File: src/pcm_pkg.sv
// Shared types and constants for the palette color match block.
// No dependencies; imported by every module of the block.
package pcm_pkg;

  // Channel and field widths
  localparam int CHAN_W     = 8;
  localparam int COLOR_W    = 4 * CHAN_W;
  localparam int IDX_W      = 8;
  localparam int COUNT_W    = 9;
  localparam int DIST_W     = 10;
  localparam int CFG_IDX_W  = 1;
  localparam int CFG_DATA_W = 9;

  // Reset values of the configuration registers
  localparam logic [COUNT_W-1:0] COLORS_IN_USE_RST = 9'd256;
  localparam logic               MATCH_MODE_RST    = 1'b0;

  // Command queue depth between front and back
  localparam int QUEUE_DEPTH = 4;
  localparam int QPTR_W      = $clog2(QUEUE_DEPTH);

  // Configuration register indexes
  localparam logic [CFG_IDX_W-1:0] CFG_COLORS_IN_USE = 1'b0;
  localparam logic [CFG_IDX_W-1:0] CFG_MATCH_MODE    = 1'b1;

  // Function codes of an input item
  localparam logic FUNC_WRITE  = 1'b0;
  localparam logic FUNC_SEARCH = 1'b1;

  // Match modes
  localparam logic MODE_EXACT   = 1'b0;
  localparam logic MODE_CLOSEST = 1'b1;

  // Command passed from front to back
  typedef struct packed {
    logic               is_search;
    logic [IDX_W-1:0]   entry_index;
    logic [COLOR_W-1:0] color;     // alpha, blue, green, red from msb down
  } cmd_t;

  // Configuration seen by the back end
  typedef struct packed {
    logic [COUNT_W-1:0] colors_in_use;
    logic               match_mode;
  } cfg_t;

  // Back end sequencer states
  typedef enum logic [1:0] {
    ST_IDLE,
    ST_SCAN,
    ST_DONE
  } pcm_state_t;

endpackage

File: src/pcm_queue.sv
// Short command queue between the front and back ends.
// Depends on pcm_pkg.
module pcm_queue
  import pcm_pkg::*;
(
  input  logic clk,
  input  logic rst,
  input  logic push,
  input  cmd_t push_cmd,
  output logic full,
  output logic valid,
  output cmd_t head,
  input  logic pop
);

  cmd_t              slots [QUEUE_DEPTH];
  logic [QPTR_W-1:0] wr_ptr;
  logic [QPTR_W-1:0] rd_ptr;
  logic [QPTR_W:0]   fill;
  logic              do_push;
  logic              do_pop;

  assign full    = (fill == (QPTR_W+1)'(QUEUE_DEPTH));
  assign valid   = (fill != '0);
  assign head    = slots[rd_ptr];
  assign do_push = push && !full;
  assign do_pop  = pop && valid;

  // Advance pointers and fill count
  always_ff @(posedge clk) begin
    if (rst) begin
      wr_ptr <= '0;
      rd_ptr <= '0;
      fill   <= '0;
    end else begin
      if (do_push) wr_ptr <= wr_ptr + 1'b1;
      if (do_pop)  rd_ptr <= rd_ptr + 1'b1;
      case ({do_push, do_pop})
        2'b10:   fill <= fill + 1'b1;
        2'b01:   fill <= fill - 1'b1;
        default: fill <= fill;
      endcase
    end
  end

  // Store the pushed command
  always_ff @(posedge clk) begin
    if (do_push) slots[wr_ptr] <= push_cmd;
  end

endmodule

File: config.mk
export PLATFORM = sky130hd
export DESIGN_NAME = pcm_queue
export DESIGN_NICKNAME = d
export VERILOG_FILES = /design/src/pcm_pkg.sv /design/src/pcm_queue.sv
export SDC_FILE = /design/constraint.sdc
export NUM_CORES = 1
export LEC_CHECK = 0
export ABC_AREA = 1
export BUFFER_PORTS_ARGS = -buffer_cell sky130_fd_sc_hd__clkbuf_2
export CAP_MARGIN = 30
export CORE_MARGIN = 2
export CORE_UTILIZATION = 35
export DETAILED_ROUTE_END_ITERATION = 6
export HOLD_SLACK_MARGIN = 0.15
export PLACE_DENSITY = 0.57
export SYNTH_ARGS = -nofsm -noshare
export SYNTH_HDL_FRONTEND = slang
export SYNTH_SLANG_ARGS = --single-unit
File: constraint.sdc
create_clock -name clk -period 3.5 [get_ports clk]
set_input_delay 0.35 -clock clk [delete_from_list [all_inputs] [get_ports clk]]
set_output_delay 0.35 -clock clk [all_outputs]
set_load 0.02 [all_outputs]
==> impl_metrics.tcl <==
set metrics [dict create \
    synth_cell_types 18 \
    clk_pin_slew_ns 0.06 \
    die_w_um 141 \
    finClkSkew_ns 0.00430 \
    finalWorstSetupSlack_ns 1.01 \
    endpoint_kind "output pin" \
    die-area_um2 19900 \
    place_ws_ns 1.39 \
    core_um2 18500 \
    gp_congestion 0.690 \
    grt_pass1_vias 4151 \
    drt-initial-drc-count 360 \
    powerDensity_nw_per_um2 722 \
    clk_latency_ns 0.42 \
    drv_cap 0 \
    crit_fanout 44 \
    final_cell_mix "edfxtp_1 (164), nor2_1 (87), clkbuf_2 (87)" \
    post_cts_buffers 0 \
    avgSynthCellArea_um2 14.1 \
    ant_nets 0 \
    cp-start-kind "register" \
    grt_pass1_wl_um 21900 \
    status "finished, final reports clean" \
    finalCritPeriodShare 0.712 \
    hold_viol 0 \
    leakagePower_nw 2.94 \
    worstMarginPinSlew_ns 0.875 \
    gr-total-overflow 0 \
    required_ns 3.15 \
    slew_violations 0 \
    period_minus_slack_ns 2.49 \
    r2r_slack_ns 1.47 \
    drt-total-wl_um 13900 \
    grt_max_degree 83 \
    synth_top_cell_area_share 0.751 \
    cts_resized 0 \
    initial_utilization 0.354 \
    layout.nets 641 \
    critPathMaxStageDelay_ns 0.48 \
    syn-cell-area_um2 6560 \
    vias_per_cell 4.86 \
    crit_chain "inv_2 > buf_12 > o21ai_1 > o22ai_1 > clkbuf_2" \
    slew_headroom 0.417 \
    ys_warn_count 0 \
    arrival_ns 2.14 \
    vias 4065 \
    cts_tree "done" \
    cts.sinks 173 \
    cts_buffers 17 \
    setup_tns_ns 0 \
    syn_inst 465 \
    cts.path.max_buffers 2 \
    wire_per_inst_um 16.6 \
    ys_ff_latch 173 \
    holdWs_ns 0.166 \
    seq_area_frac_synth 0.778 \
    area_growth_pct 24.9 \
    mostFrequentLayoutCell "edfxtp_1" \
    dpl_cell_area_um2 7230 \
    first_pass_iters 4 \
    grt.total_usage 0.145 \
    antenna_found_initial 1 \
    io_buffers 87 \
    place_hpwl_um 8020 \
    drive_above_1_share 0.218 \
    syn-num-nets 516 \
    yosys-top-cells-area "edfxtp_1 (75%), nor2_1 (5.2%), o22ai_1 (3.9%)" \
    num_rows 50 \
    crit_path_top_delay_cell "inv_2" \
    rsz0062_at_grt "false" \
    io_pins 88 \
    finalPower_mw 5.92 \
    fmaxAchievable_mhz 401 \
    yosys.area.top_type "edfxtp_1" \
    fin_area_um2 8190 \
    vdd_drop_max_uv 367 \
    drc_errors 0 \
    root_buffer "clkbuf_16" \
    setup_viol 0 \
    n_fill_cell 1694 \
    die-height_um 141 \
    path_class "register to output pin" \
    h-tree-depth 4 \
    hold_class "primary input to register" \
]
## synth_stat cells
master,number
inv_1,17
nor2_1,91
buf_4,4
fa_1,1
a21oi_1,5
dfxtp_1,9
nand2_1,14
o21ai_0,37
buf_2,16
ha_1,5
buf_6,5
nand2_2,1
nand3_1,5
o22ai_1,41
edfxtp_1,164
inv_2,2
nor2_2,1
o21ai_1,47
## timing repair
action / CTS / global route
hold buffers: 35 / 1
endpoints found under the setup margin: 0 / 0
endpoints found under the hold margin: 135 / 3
## final timing paths
kind	startpoint	end	cells after the start
worst max-delay path	register	head[40]	5
worst min-delay path	push_cmd[28]	slots[3][28]	1
worst max register to register	fill[1]	slots[0][16]	5
worst min register to register	rd_ptr[1]	register	2
## final cells by class
class	instances	area [µm²]	area share
antenna	1	2.50	0.000305
clock buffer	18	429	0.0524
clock inverter	13	174	0.0212
inverter	19	71.3	0.00870
multi-input combinational	248	1250	0.152
sequential	173	5110	0.624
tap	234	293	0.0357
timing repair buffer	131	868	0.106
## cell families (layout without fill, tap and decap cells)
| logic type | Yosys count | count (layout) | share of synthesized area |
|---|---|---|---|
| adder cells (fa/ha/maj) | 6 | 6 | 0.0126 |
| other | 0 | 1 | 0 |
| AND/OR/NAND/NOR | 112 | 112 | 0.0658 |
| buffers and inverters | 44 | 181 | 0.0362 |
| AO/OA/AOI/OAI | 130 | 130 | 0.107 |
| flip-flops | 173 | 173 | 0.778 |
## worst max-delay path, delay by kind of cell, from the launching register on
family	cells	cell delay, ns
flip-flops	1	0.34
AO/OA/AOI/OAI	2	0.36
buffers and inverters	3	1.02
## metal layers
layer,vias up,global-route usage,share of wire,wire length (µm)
met5,-,0,0,0
met4,0,0.0532,0.015,210
met3,18,0.0431,0.053,736
met2,89,0.236,0.48,6690
met1,1992,0.185,0.45,6270
li1,1966,-,-,-
## report_power, final
group	total, mW	internal (mW)	switching, mW
combinational	1.50	0.441	1.06
clock	1.91	1.18	0.727
sequential	2.51	2.46	0.0504
## flip-flops by register name (all words and copies together) (netlist names), named ones only
name,flops
wr_ptr,2
fill,3
rd_ptr,2
slots,164
## metrics by stage
step            util  cells
6_report       0.443    837
3_3_place_gp   0.390    769
5_1_grt        0.442    836
4_1_cts        0.442    835
3_5_place_dp   0.390    769
2_1_floorplan      -    465
Note: power is estimated with default switching activity, not from simulation.
